[config.mk]
export PLATFORM = sky130hd
export DESIGN_NAME = krt_ctrl
export DESIGN_NICKNAME = d
export VERILOG_FILES = /design/src/rtl/krt_pkg.sv /design/src/rtl/krt_ctrl.sv
export SDC_FILE = /design/constraint.sdc
export NUM_CORES = 1
export LEC_CHECK = 0
export ABC_AREA = 0
export BUFFER_PORTS_ARGS = -buffer_cell sky130_fd_sc_hd__clkbuf_2
export CAP_MARGIN = 20
export CORE_MARGIN = 2
export CORE_UTILIZATION = 37
export DETAILED_ROUTE_END_ITERATION = 12
export GPL_ROUTABILITY_DRIVEN = 0
export MAX_ROUTING_LAYER = met4
export PLACE_DENSITY_LB_ADDON = 0.2
export SYNTH_ARGS = -nofsm -noshare
export SYNTH_HDL_FRONTEND = slang
export SYNTH_SLANG_ARGS = --single-unit
[constraint.sdc]
create_clock -name clock -period 1.5 [get_ports clock]
set_input_delay 0.075 -clock clock [delete_from_list [all_inputs] [get_ports clock]]
set_output_delay 0.075 -clock clock [all_outputs]
set_load 0.005 [all_outputs]
[src/rtl/krt_pkg.sv]
// ----------------------------------------------------------------------------
// krt_pkg: shared types and constants for the keyed record table
// Field widths, operation and status codes, the record layout and the
// command and status bundles exchanged by the controller and the datapath.
// ----------------------------------------------------------------------------
package krt_pkg;

   localparam int OP_W       = 2;
   localparam int STAT_W     = 2;
   localparam int KEY_W      = 240;
   localparam int PHONE_W    = 31;
   localparam int REQ_DATA_W = 512;
   localparam int RSP_DATA_W = 32;

   // request tdata layout
   localparam int KEY_LSB    = 0;
   localparam int NEW_LSB    = 240;
   localparam int PHONE_LSB  = 480;

   typedef enum logic [OP_W-1:0] {
      OP_INSERT = 2'd0,
      OP_SEARCH = 2'd1,
      OP_DELETE = 2'd2,
      OP_UPDATE = 2'd3
   } op_type;

   typedef enum logic [STAT_W-1:0] {
      ST_DONE    = 2'd0,
      ST_FULL    = 2'd1,
      ST_MISSING = 2'd2
   } status_type;

   typedef enum logic [1:0] {
      WR_NONE   = 2'd0,
      WR_INSERT = 2'd1,
      WR_UPDATE = 2'd2,
      WR_SHIFT  = 2'd3
   } wr_sel_type;

   // byte 0 of the key sits in the low bits of lo
   typedef struct packed {
      logic [47:0] top;
      logic [63:0] hi;
      logic [63:0] mid;
      logic [63:0] lo;
   } key_type;

   typedef struct packed {
      key_type              key;
      logic [PHONE_W-1:0]   phone;
   } record_type;

   typedef struct packed {
      logic        start;
      logic        scan_read;
      wr_sel_type  wr_sel;
      logic        fill_inc;
      logic        fill_dec;
      logic        set_result;
      status_type  res_status;
      logic        res_from_read;
      logic        out_load;
   } cmd_type;

   typedef struct packed {
      op_type  op;
      logic    full;
      logic    scan_end;
      logic    pend;
      logic    match;
   } stat_type;

endpackage

[src/rtl/krt_ctrl.sv]
// ----------------------------------------------------------------------------
// krt_ctrl: keyed record table controller
// Sequences insert, scan, compaction and reply, and owns the handshake
// state of both channels.
// ----------------------------------------------------------------------------
module krt_ctrl
   import krt_pkg::*;
(
   input  logic      clock,
   input  logic      reset,
   input  logic      req_tvalid,
   output logic      req_tready,
   output logic      rsp_tvalid,
   input  logic      rsp_tready,
   input  stat_type  stat,
   output cmd_type   cmd
);

   typedef enum logic [4:0] {
      S_IDLE  = 5'b00001,
      S_START = 5'b00010,
      S_SCAN  = 5'b00100,
      S_SHIFT = 5'b01000,
      S_REPLY = 5'b10000
   } state_type;

   state_type  state_ff, state_in;
   logic       rsp_valid_ff, rsp_valid_in;
   logic       rsp_free;

   assign rsp_free   = !rsp_valid_ff || rsp_tready;
   assign req_tready = (state_ff == S_IDLE);
   assign rsp_tvalid = rsp_valid_ff;

   always_comb begin
      state_in          = state_ff;
      cmd               = '0;
      cmd.wr_sel        = WR_NONE;
      cmd.res_status    = ST_DONE;
      unique case (state_ff)
         S_IDLE: begin
            if (req_tvalid) begin
               cmd.start = 1'b1;
               state_in  = S_START;
            end
         end
         S_START: begin
            if (stat.op == OP_INSERT) begin
               cmd.set_result = 1'b1;
               if (stat.full) begin
                  cmd.res_status = ST_FULL;
               end else begin
                  cmd.wr_sel   = WR_INSERT;
                  cmd.fill_inc = 1'b1;
               end
               state_in = S_REPLY;
            end else begin
               cmd.scan_read = 1'b1;
               state_in      = S_SCAN;
            end
         end
         S_SCAN: begin
            cmd.scan_read = 1'b1;
            if (stat.match) begin
               case (stat.op)
                  OP_SEARCH: begin
                     cmd.set_result    = 1'b1;
                     cmd.res_from_read = 1'b1;
                     state_in          = S_REPLY;
                  end
                  OP_UPDATE: begin
                     cmd.wr_sel     = WR_UPDATE;
                     cmd.set_result = 1'b1;
                     state_in       = S_REPLY;
                  end
                  default: begin
                     // delete: the read of the next entry is already issued
                     state_in = S_SHIFT;
                  end
               endcase
            end else if (!stat.pend && stat.scan_end) begin
               cmd.set_result = 1'b1;
               cmd.res_status = ST_MISSING;
               state_in       = S_REPLY;
            end
         end
         S_SHIFT: begin
            cmd.scan_read = 1'b1;
            if (stat.pend) begin
               cmd.wr_sel = WR_SHIFT;
            end else if (stat.scan_end) begin
               cmd.fill_dec   = 1'b1;
               cmd.set_result = 1'b1;
               state_in       = S_REPLY;
            end
         end
         S_REPLY: begin
            // hold until the output register can take the result
            if (rsp_free) begin
               cmd.out_load = 1'b1;
               state_in     = S_IDLE;
            end
         end
         default: begin
            state_in = S_IDLE;
         end
      endcase
   end

   always_comb begin
      if (cmd.out_load) begin
         rsp_valid_in = 1'b1;
      end else if (rsp_tready) begin
         rsp_valid_in = 1'b0;
      end else begin
         rsp_valid_in = rsp_valid_ff;
      end
   end

   always_ff @(posedge clock) begin
      if (reset) begin
         state_ff     <= S_IDLE;
         rsp_valid_ff <= 1'b0;
      end else begin
         state_ff     <= state_in;
         rsp_valid_ff <= rsp_valid_in;
      end
   end

   a_reply_lands: assert property (@(posedge clock) disable iff (reset)
      (state_ff == S_REPLY && rsp_free) |=> (rsp_valid_ff && state_ff == S_IDLE))
      else $error("finished result not presented on the result channel");

endmodule

==> results of run 1 <==
[cells in the final DEF, fill, tap and decap left out, drive strengths merged, types with 2 or more instances in the layout]
| cell | count |
|---|---|
| a21oi | 3 |
| nand2b | 4 |
| buf | 28 |
| nor2b | 2 |
| dfxtp | 6 |
| inv | 3 |
| a32oi | 2 |
| clkbuf | 19 |
| or3 | 3 |
| nand2 | 4 |
| nor3 | 2 |
| nor2 | 5 |
| or4b | 2 |
| nor4 | 3 |
| nor3b | 2 |
| and2 | 3 |
| nor4b | 2 |
| o21ai | 3 |
[power breakdown]
part           switching (mW)  internal, mW  total, mW
Combinational           0.183         0.255      0.437
Clock                  0.0594        0.0906      0.150
Sequential             0.0232         0.179      0.203
Total                   0.265         0.525      0.790
[synthesized netlist by cell type]
cell                        count
sky130_fd_sc_hd__o311ai_1       1
sky130_fd_sc_hd__a32oi_1        2
sky130_fd_sc_hd__nand3b_1       1
sky130_fd_sc_hd__and2_1         3
sky130_fd_sc_hd__inv_1          3
sky130_fd_sc_hd__nor2_4         1
sky130_fd_sc_hd__or3_4          1
sky130_fd_sc_hd__or4b_4         1
sky130_fd_sc_hd__or3_1          2
sky130_fd_sc_hd__buf_4          1
sky130_fd_sc_hd__or2_2          1
sky130_fd_sc_hd__nor2_1         4
sky130_fd_sc_hd__or3b_1         1
sky130_fd_sc_hd__nor4b_4        1
sky130_fd_sc_hd__o31ai_1        1
sky130_fd_sc_hd__buf_6          2
sky130_fd_sc_hd__buf_2          1
sky130_fd_sc_hd__xnor2_1        1
sky130_fd_sc_hd__a211oi_2       1
sky130_fd_sc_hd__dfxtp_1        6
sky130_fd_sc_hd__nor3b_1        2
sky130_fd_sc_hd__nand3_1        1
sky130_fd_sc_hd__nor4b_2        1
sky130_fd_sc_hd__nand2b_1       4
sky130_fd_sc_hd__nor3_1         2
sky130_fd_sc_hd__a311oi_1       1
sky130_fd_sc_hd__nand2_1        4
sky130_fd_sc_hd__a2111oi_1      1
sky130_fd_sc_hd__a21oi_1        3
sky130_fd_sc_hd__and3_1         1
sky130_fd_sc_hd__nor2b_1        2
sky130_fd_sc_hd__nor4_1         3
sky130_fd_sc_hd__o21ai_0        3
sky130_fd_sc_hd__or4b_1         1
[timing repair]
item,CTS,global route
endpoints found under the setup margin,16,17
setup buffers,6,0
hold buffers,0,0
pin swaps,8,13
resized for setup,15,28
gates cloned,0,0
[cell type report]
class | instances | share of cell area [%]
Inverter | 3 | 1.14
Clock buffer | 3 | 2.28
Tap cell | 15 | 1.90
Timing Repair Buffer | 44 | 29.3
Sequential cell | 6 | 13.8
Multi-Input combinational cell | 51 | 51.6
[state kept, by name (all words and copies together), names as in the netlist]
name,flops
state_ff,5
rsp_tvalid,1
[worst register-to-register path, cell delays in order (launching register included)]
cell,delay (ns)
sky130_fd_sc_hd__dfxtp_4,0.36
sky130_fd_sc_hd__or4b_4,0.54
sky130_fd_sc_hd__buf_4,0.17
sky130_fd_sc_hd__o311ai_4,0.07
sky130_fd_sc_hd__a2111oi_4,0.12
sky130_fd_sc_hd__or3_1,0.31
[path summary, 6_finish.rpt]
kind | start | endpoint | slack (ns) | cells after the start
setup / recovery | state_ff[4] | cmd[7] | -0.19 | 6
hold / removal | reset | state_ff[2] | 0.05 | 2
setup reg to reg | state_ff[3] | state_ff[0] | -0.17 | 5
hold reg to reg | rsp_tvalid | rsp_tvalid | 0.56 | 2
[per-layer routing]
| layer | part of all wire [%] | vias to the layer above | wire [microns] | track usage (%) |
|---|---|---|---|---|
| met5 | 0 | - | 0 | - |
| met4 | 0.66 | 0 | 11 | 5.81 |
| met3 | 5.6 | 2 | 94 | 3.91 |
| met2 | 52 | 27 | 873 | 32.2 |
| met1 | 42 | 310 | 695 | 25.4 |
| li1 | - | 328 | - | - |
[logic make-up after synthesis]
| logic type | count (synthesis) | share of synthesized area, % |
|---|---|---|
| AND/OR/NAND/NOR | 37 | 49.2 |
| XOR/XNOR | 1 | 1.65 |
| AO/OA/AOI/OAI | 13 | 17.9 |
| flip-flops | 6 | 22.6 |
| buffers and inverters | 7 | 8.71 |
[metrics by stage]
step / instances / util (%)
after global routing: 122 / 75.1
after detailed placement: 113 / 57.5
after global placement: 113 / 57.5
after CTS: 122 / 67.6
final: 122 / 75.1
after floorplan: 64 / -
==> results by group, run 1 <==
Final layout
  – Reg area: 136 sq um
  – Area growth syn-to-layout: 86.1%
  – Total non-filler cell area in the finished layout: 990 sq um
  – Footprint of the multi-input gates: 510 sq um
  – Fill cells: 101
  – Proportion of layout cells with a drive suffix above 1: 69.2%
  – Number of nets in the final layout: 119
  – Antenna diodes: 0

Hold path
  – Hold Crit Class: primary input to flop

Setup path
  – Cell breakdown of the critical path: or3_4, nor3b_4, buf_6, nand2_4, o21ai_1, buf_2
  – Kind of start point of the critical path: flop
  – Critical path class: flop to output port
  – Largest delay contributor family on the critical path: simple AND/OR/NAND/NOR gates
  – Crit path buf inv count: 2
  – Largest incremental delay on the critical path: 0.42 ns
  – Critical path capture point type: output port
  – Slowest stage cell, crit path: sky130_fd_sc_hd__or3_4
  – Critical Path Fanout Max: 4
  – Required time at the worst-slack endpoint: 1.42 ns
  – Crit path arrival time: 1.61 ns

Run status
  – Status: finished, violations left
  – Violations in the final reports: setup timing

Timing
  – Max-slew headroom at the worst pin: 73.4%
  – Final setup vio count: 16
  – Clock period minus worst slack: 1.69 ns
  – Fin. Hold Viols: 0
  – Post-Route Hold Slack: 0.0538 ns
  – Clock tree skew after final layout: 0.00127 ns
  – Total negative setup slack: -2.12 ns
  – Ratio of final minimum period to clock period: 113%
  – Final Max Slew Viols: 0
  – Transition time at the pin with the least slew margin: 0.398 ns
  – Setup repair after global routing missed its margin: true
  – Smallest setup slack after layout: -0.189 ns
  – Maximum clock frequency: 592 MHz

Floorplanning
  – # IOs: 23
  – Number of core rows: 13
  – Height of the die: 41.9 microns
  – Effective utilization at floorplan: 40.4%
  – Core Footprint: 1320 sq um
  – Die width: 41.9 microns
  – Full die area: 1760 sq um

Clock tree
  – Buffer cell driving the clock tree root: sky130_fd_sc_hd__clkbuf_4
  – Clk pin slew, worst setup/hold paths: 0.05 ns
  – Clock latency on the worst-skew pair: 0.24 ns
  – Clock buffer count from CTS: 3
  – Buffer levels on the longest clock path: 2
  – CTS sink count: 6
  – H-tree levels: 1
  – CTS tree: built

Synthesis
  – Seq/Total Area, Yosys: 22.6%
  – Count of mapped cells out of synthesis: 64
  – Synth Area per Inst: 8.31 sq um
  – Register bit total from synthesis: 6
  – Post-synth top area share: 22.6%
  – Post-synth net total: 74
  – Yosys warnings: 0
  – Most area-hungry cell type in the Yosys netlist: sky130_fd_sc_hd__dfxtp_1
  – Combined area of all synthesized cells: 532 sq um
  – Top cells by area, synth: sky130_fd_sc_hd__dfxtp_1, sky130_fd_sc_hd__nand2b_1, sky130_fd_sc_hd__nor4b_4, sky130_fd_sc_hd__buf_6, sky130_fd_sc_hd__and2_1
  – Number of distinct library cell variants in the gate-level netlist after synthesis: 34

Detailed routing
  – Post-detailed-route count of antenna-violating nets: 0
  – Total number of vias: 667
  – Number of remaining DRC errors: 0
  – Routed len/inst: 13.7 microns
  – DR iter-0 viols: 10
  – Count of TritonRoute iterations in the first routing pass: 4
  – Wirelength, routed: 1670 microns
  – Number of vias per cell: 5.47

Run
  – Count of max-cap constraint violations: 0

Global routing
  – Total gr overflow: 0
  – Initial antenna violation count: 0
  – Number of global-route vias before repair: 592
  – Maximum number of pins on one net before global-route repair: 8
  – Total track usage: 20.0%
  – First-pass GRT wire length: 2610 microns

Power and ir drop
  – VDD IR max: 0.000499 V
  – Power consumption: 790 uW
  – Cell Pwr Density: 798 nW/um^2
  – P_leak: 0.459 nW

Placed design
  – Worst slack after detailed placement: -0.125 ns
  – Total placed instance area: 758 sq um
  – Post-DP HPWL: 1190 microns
  – Buffers on Ports: 22
(Power assumes the default switching activity.)
==> inputs of run 2 (changes only) <==
--- a/config.mk
+++ b/config.mk
@@ -13,7 +13,7 @@
 export DETAILED_ROUTE_END_ITERATION = 12
 export GPL_ROUTABILITY_DRIVEN = 0
 export MAX_ROUTING_LAYER = met4
-export PLACE_DENSITY_LB_ADDON = 0.2
+export PLACE_DENSITY = 0.67
 export SYNTH_ARGS = -nofsm -noshare
 export SYNTH_HDL_FRONTEND = slang
 export SYNTH_SLANG_ARGS = --single-unit
==> run 2 against run 1 <==
  * Via count is 0.90% lower
  * Maximum frequency is 2.7% lower
  * The flow still finishes with violations (setup timing)
  * Critical path type unchanged
  * Total power down 6.5%
  * Clock power barely moved
  * Setup slack got worse by 0.046 ns
  * Clock skew barely moved
  * Sequential power fell by 2%
  * Critical endpoint is now cmd[8]
==> results by group, run 2 (same netlist as run 1, synthesis figures left out) <==
Run status
  – Status: finished, violations left (unchanged)
  – Violations in the final reports: setup timing (unchanged)

Timing
  – Transition time at the pin with the least slew margin: 0.387 ns (was 0.398 ns)
  – Ratio of final minimum period to clock period: 116% (was 113%)
  – Clock tree skew after final layout: 0.00170 ns (was 0.00127 ns)
  – Fin. Hold Viols: 0 (unchanged)
  – Final Max Slew Viols: 0 (unchanged)
  – Final setup vio count: 16 (unchanged)
  – Clock period minus worst slack: 1.74 ns (was 1.69 ns)
  – Total negative setup slack: -2.48 ns (was -2.12 ns)
  – Maximum clock frequency: 576 MHz (was 592 MHz)
  – Max-slew headroom at the worst pin: 74.1% (was 73.4%)
  – Smallest setup slack after layout: -0.236 ns (was -0.189 ns)
  – Setup repair after global routing missed its margin: true (unchanged)

Clock tree
  – H-tree levels: 1 (unchanged)
  – Buffer levels on the longest clock path: 2 (unchanged)
  – CTS sink count: 6 (unchanged)
  – Buffer cell driving the clock tree root: sky130_fd_sc_hd__clkbuf_4 (unchanged)
  – Clk pin slew, worst setup/hold paths: 0.05 ns (about the same)
  – Clock buffer count from CTS: 3 (unchanged)
  – CTS tree: built (unchanged)
  – CTS hold repair buffers: 0 (unchanged)
  – Clock latency on the worst-skew pair: 0.25 ns (was 0.24 ns)

Setup path
  – Slowest stage cell, crit path: sky130_fd_sc_hd__or3_4 (unchanged)
  – Crit path arrival time: 1.66 ns (was 1.61 ns)
  – Cell breakdown of the critical path: or3_4, buf_6, nor3b_2, buf_4, nand2_2, o21ai_1, buf_2 (was or3_4, nor3b_4, buf_6, nand2_4, o21ai_1, buf_2)
  – Required time at the worst-slack endpoint: 1.42 ns (about the same)
  – Critical path class: flop to output port (unchanged)
  – Kind of start point of the critical path: flop (unchanged)
  – Critical path capture point type: output port (unchanged)
  – Largest incremental delay on the critical path: 0.39 ns (was 0.42 ns)
  – Critical Path Fanout Max: 4 (unchanged)

Floorplanning
  – Full die area: 1760 sq um (unchanged)
  – Core Footprint: 1320 sq um (unchanged)
  – Number of core rows: 13 (unchanged)
  – # IOs: 23 (unchanged)
  – Effective utilization at floorplan: 40.4% (unchanged)
  – Height of the die: 41.9 microns (unchanged)
  – Die width: 41.9 microns (unchanged)

Final layout
  – Flip-flop count of the largest register, all copies and words added: 5 (unchanged)
  – Area growth syn-to-layout: 78.8% (was 86.1%)
  – Most frequent cells in the layout: sky130_fd_sc_hd__buf_4, sky130_fd_sc_hd__clkbuf_2, sky130_fd_sc_hd__buf_2, sky130_fd_sc_hd__buf_6, sky130_fd_sc_hd__dfxtp_4 (was sky130_fd_sc_hd__buf_4, sky130_fd_sc_hd__clkbuf_2, sky130_fd_sc_hd__buf_2)
  – Leading cell type in the layout, fill and taps excluded: sky130_fd_sc_hd__buf_4 (unchanged)
  – Proportion of layout cells with a drive suffix above 1: 67.3% (was 69.2%)
  – Number of nets in the final layout: 122 (was 119)
  – Largest reg by FF count: state_ff (unchanged)
  – Antenna diodes: 0 (unchanged)

Detailed routing
  – Wirelength, routed: 1700 microns (was 1670 microns)
  – Post-detailed-route count of antenna-violating nets: 0 (unchanged)
  – Total number of vias: 661 (was 667)
  – DR iter-0 viols: 10 (unchanged)
  – Routed len/inst: 13.6 microns (was 13.7 microns)
  – Count of TritonRoute iterations in the first routing pass: 4 (unchanged)
  – Number of remaining DRC errors: 0 (unchanged)
  – Number of vias per cell: 5.29 (was 5.47)

Hold path
  – Hold Crit Class: primary input to flop (unchanged)

Placed design
  – Buffers on Ports: 22 (unchanged)
  – Post-DP HPWL: 1120 microns (was 1190 microns)

Power and ir drop
  – Power consumption: 739 uW (was 790 uW)
  – VDD IR max: 0.000438 V (was 0.000499 V)
  – Cell Pwr Density: 777 nW/um^2 (was 798 nW/um^2)
  – P_leak: 0.444 nW (was 0.459 nW)

Global routing
  – Total track usage: 20.2% (was 20.0%)
  – Maximum number of pins on one net before global-route repair: 7 (was 8)
  – Number of global-route vias before repair: 622 (was 592)
  – First-pass GRT wire length: 2640 microns (was 2610 microns)
  – Initial antenna violation count: 0 (unchanged)
  – Total gr overflow: 0 (unchanged)

Run
  – Count of max-cap constraint violations: 0 (unchanged)
## run 2: area by class of cell
type | count | area (sq um)
Fill cell | 109 | 367
Tap cell | 15 | 18.8
Multi-Input combinational cell | 51 | 443
Inverter | 3 | 11.3
Sequential cell | 6 | 139
Timing Repair Buffer | 47 | 317
Clock buffer | 3 | 22.5
## run 2: worst paths after layout
| path | startpoint | endpoint | slack [ns] | cells after the start |
|---|---|---|---|---|
| hold reg to reg | rsp_tvalid | rsp_tvalid | 0.57 | 2 |
| hold / removal | reset | rsp_tvalid | 0.07 | 2 |
| setup / recovery | state_ff[1] | cmd[8] | -0.24 | 7 |
| setup reg to reg | state_ff[1] | state_ff[0] | -0.23 | 5 |
## run 2: stage by stage
step	util, %	std cells	cell area, sq um	hold slack [ns]	worst slack (ns)
2_1_floorplan	-	64	544	0.144	-0.116
3_3_place_gp	55.8	110	736	0.326	-0.118
3_5_place_dp	55.8	110	736	0.324	-0.140
4_1_cts	65.3	121	861	0.0633	-0.256
5_1_grt	72.2	125	951	0.0801	-0.313
6_report	72.2	125	951	0.0685	-0.236
## run 2: what timing repair did
item	in CTS	in global routing
setup endpoints to repair	17	17
buffers inserted	8	4
gates resized for setup	14	21
pin swaps	9	9
## run 2: report_power, final
group	switching [mW]	internal, mW	total, mW
clock network	0.0615	0.0907	0.152
logic	0.157	0.231	0.388
registers	0.0201	0.178	0.199
total	0.239	0.500	0.739
## run 2: metal layers
layer  up-vias  global-route usage, %  wire length [microns]
met5         -                      -                      0
met4         0                   5.81                      0
met3         0                   5.22                     95
met2        23                   34.4                    921
met1       306                   23.2                    685
li1        332                      -                      -
## run 2: critical path: cells and delay by family, from the launching register on
family	cells	cell delay, ns
buffers and inverters	3	0.40
DFF	1	0.35
AOI/OAI and AO/OA	1	0.07
and+or+nand+nor	3	0.59
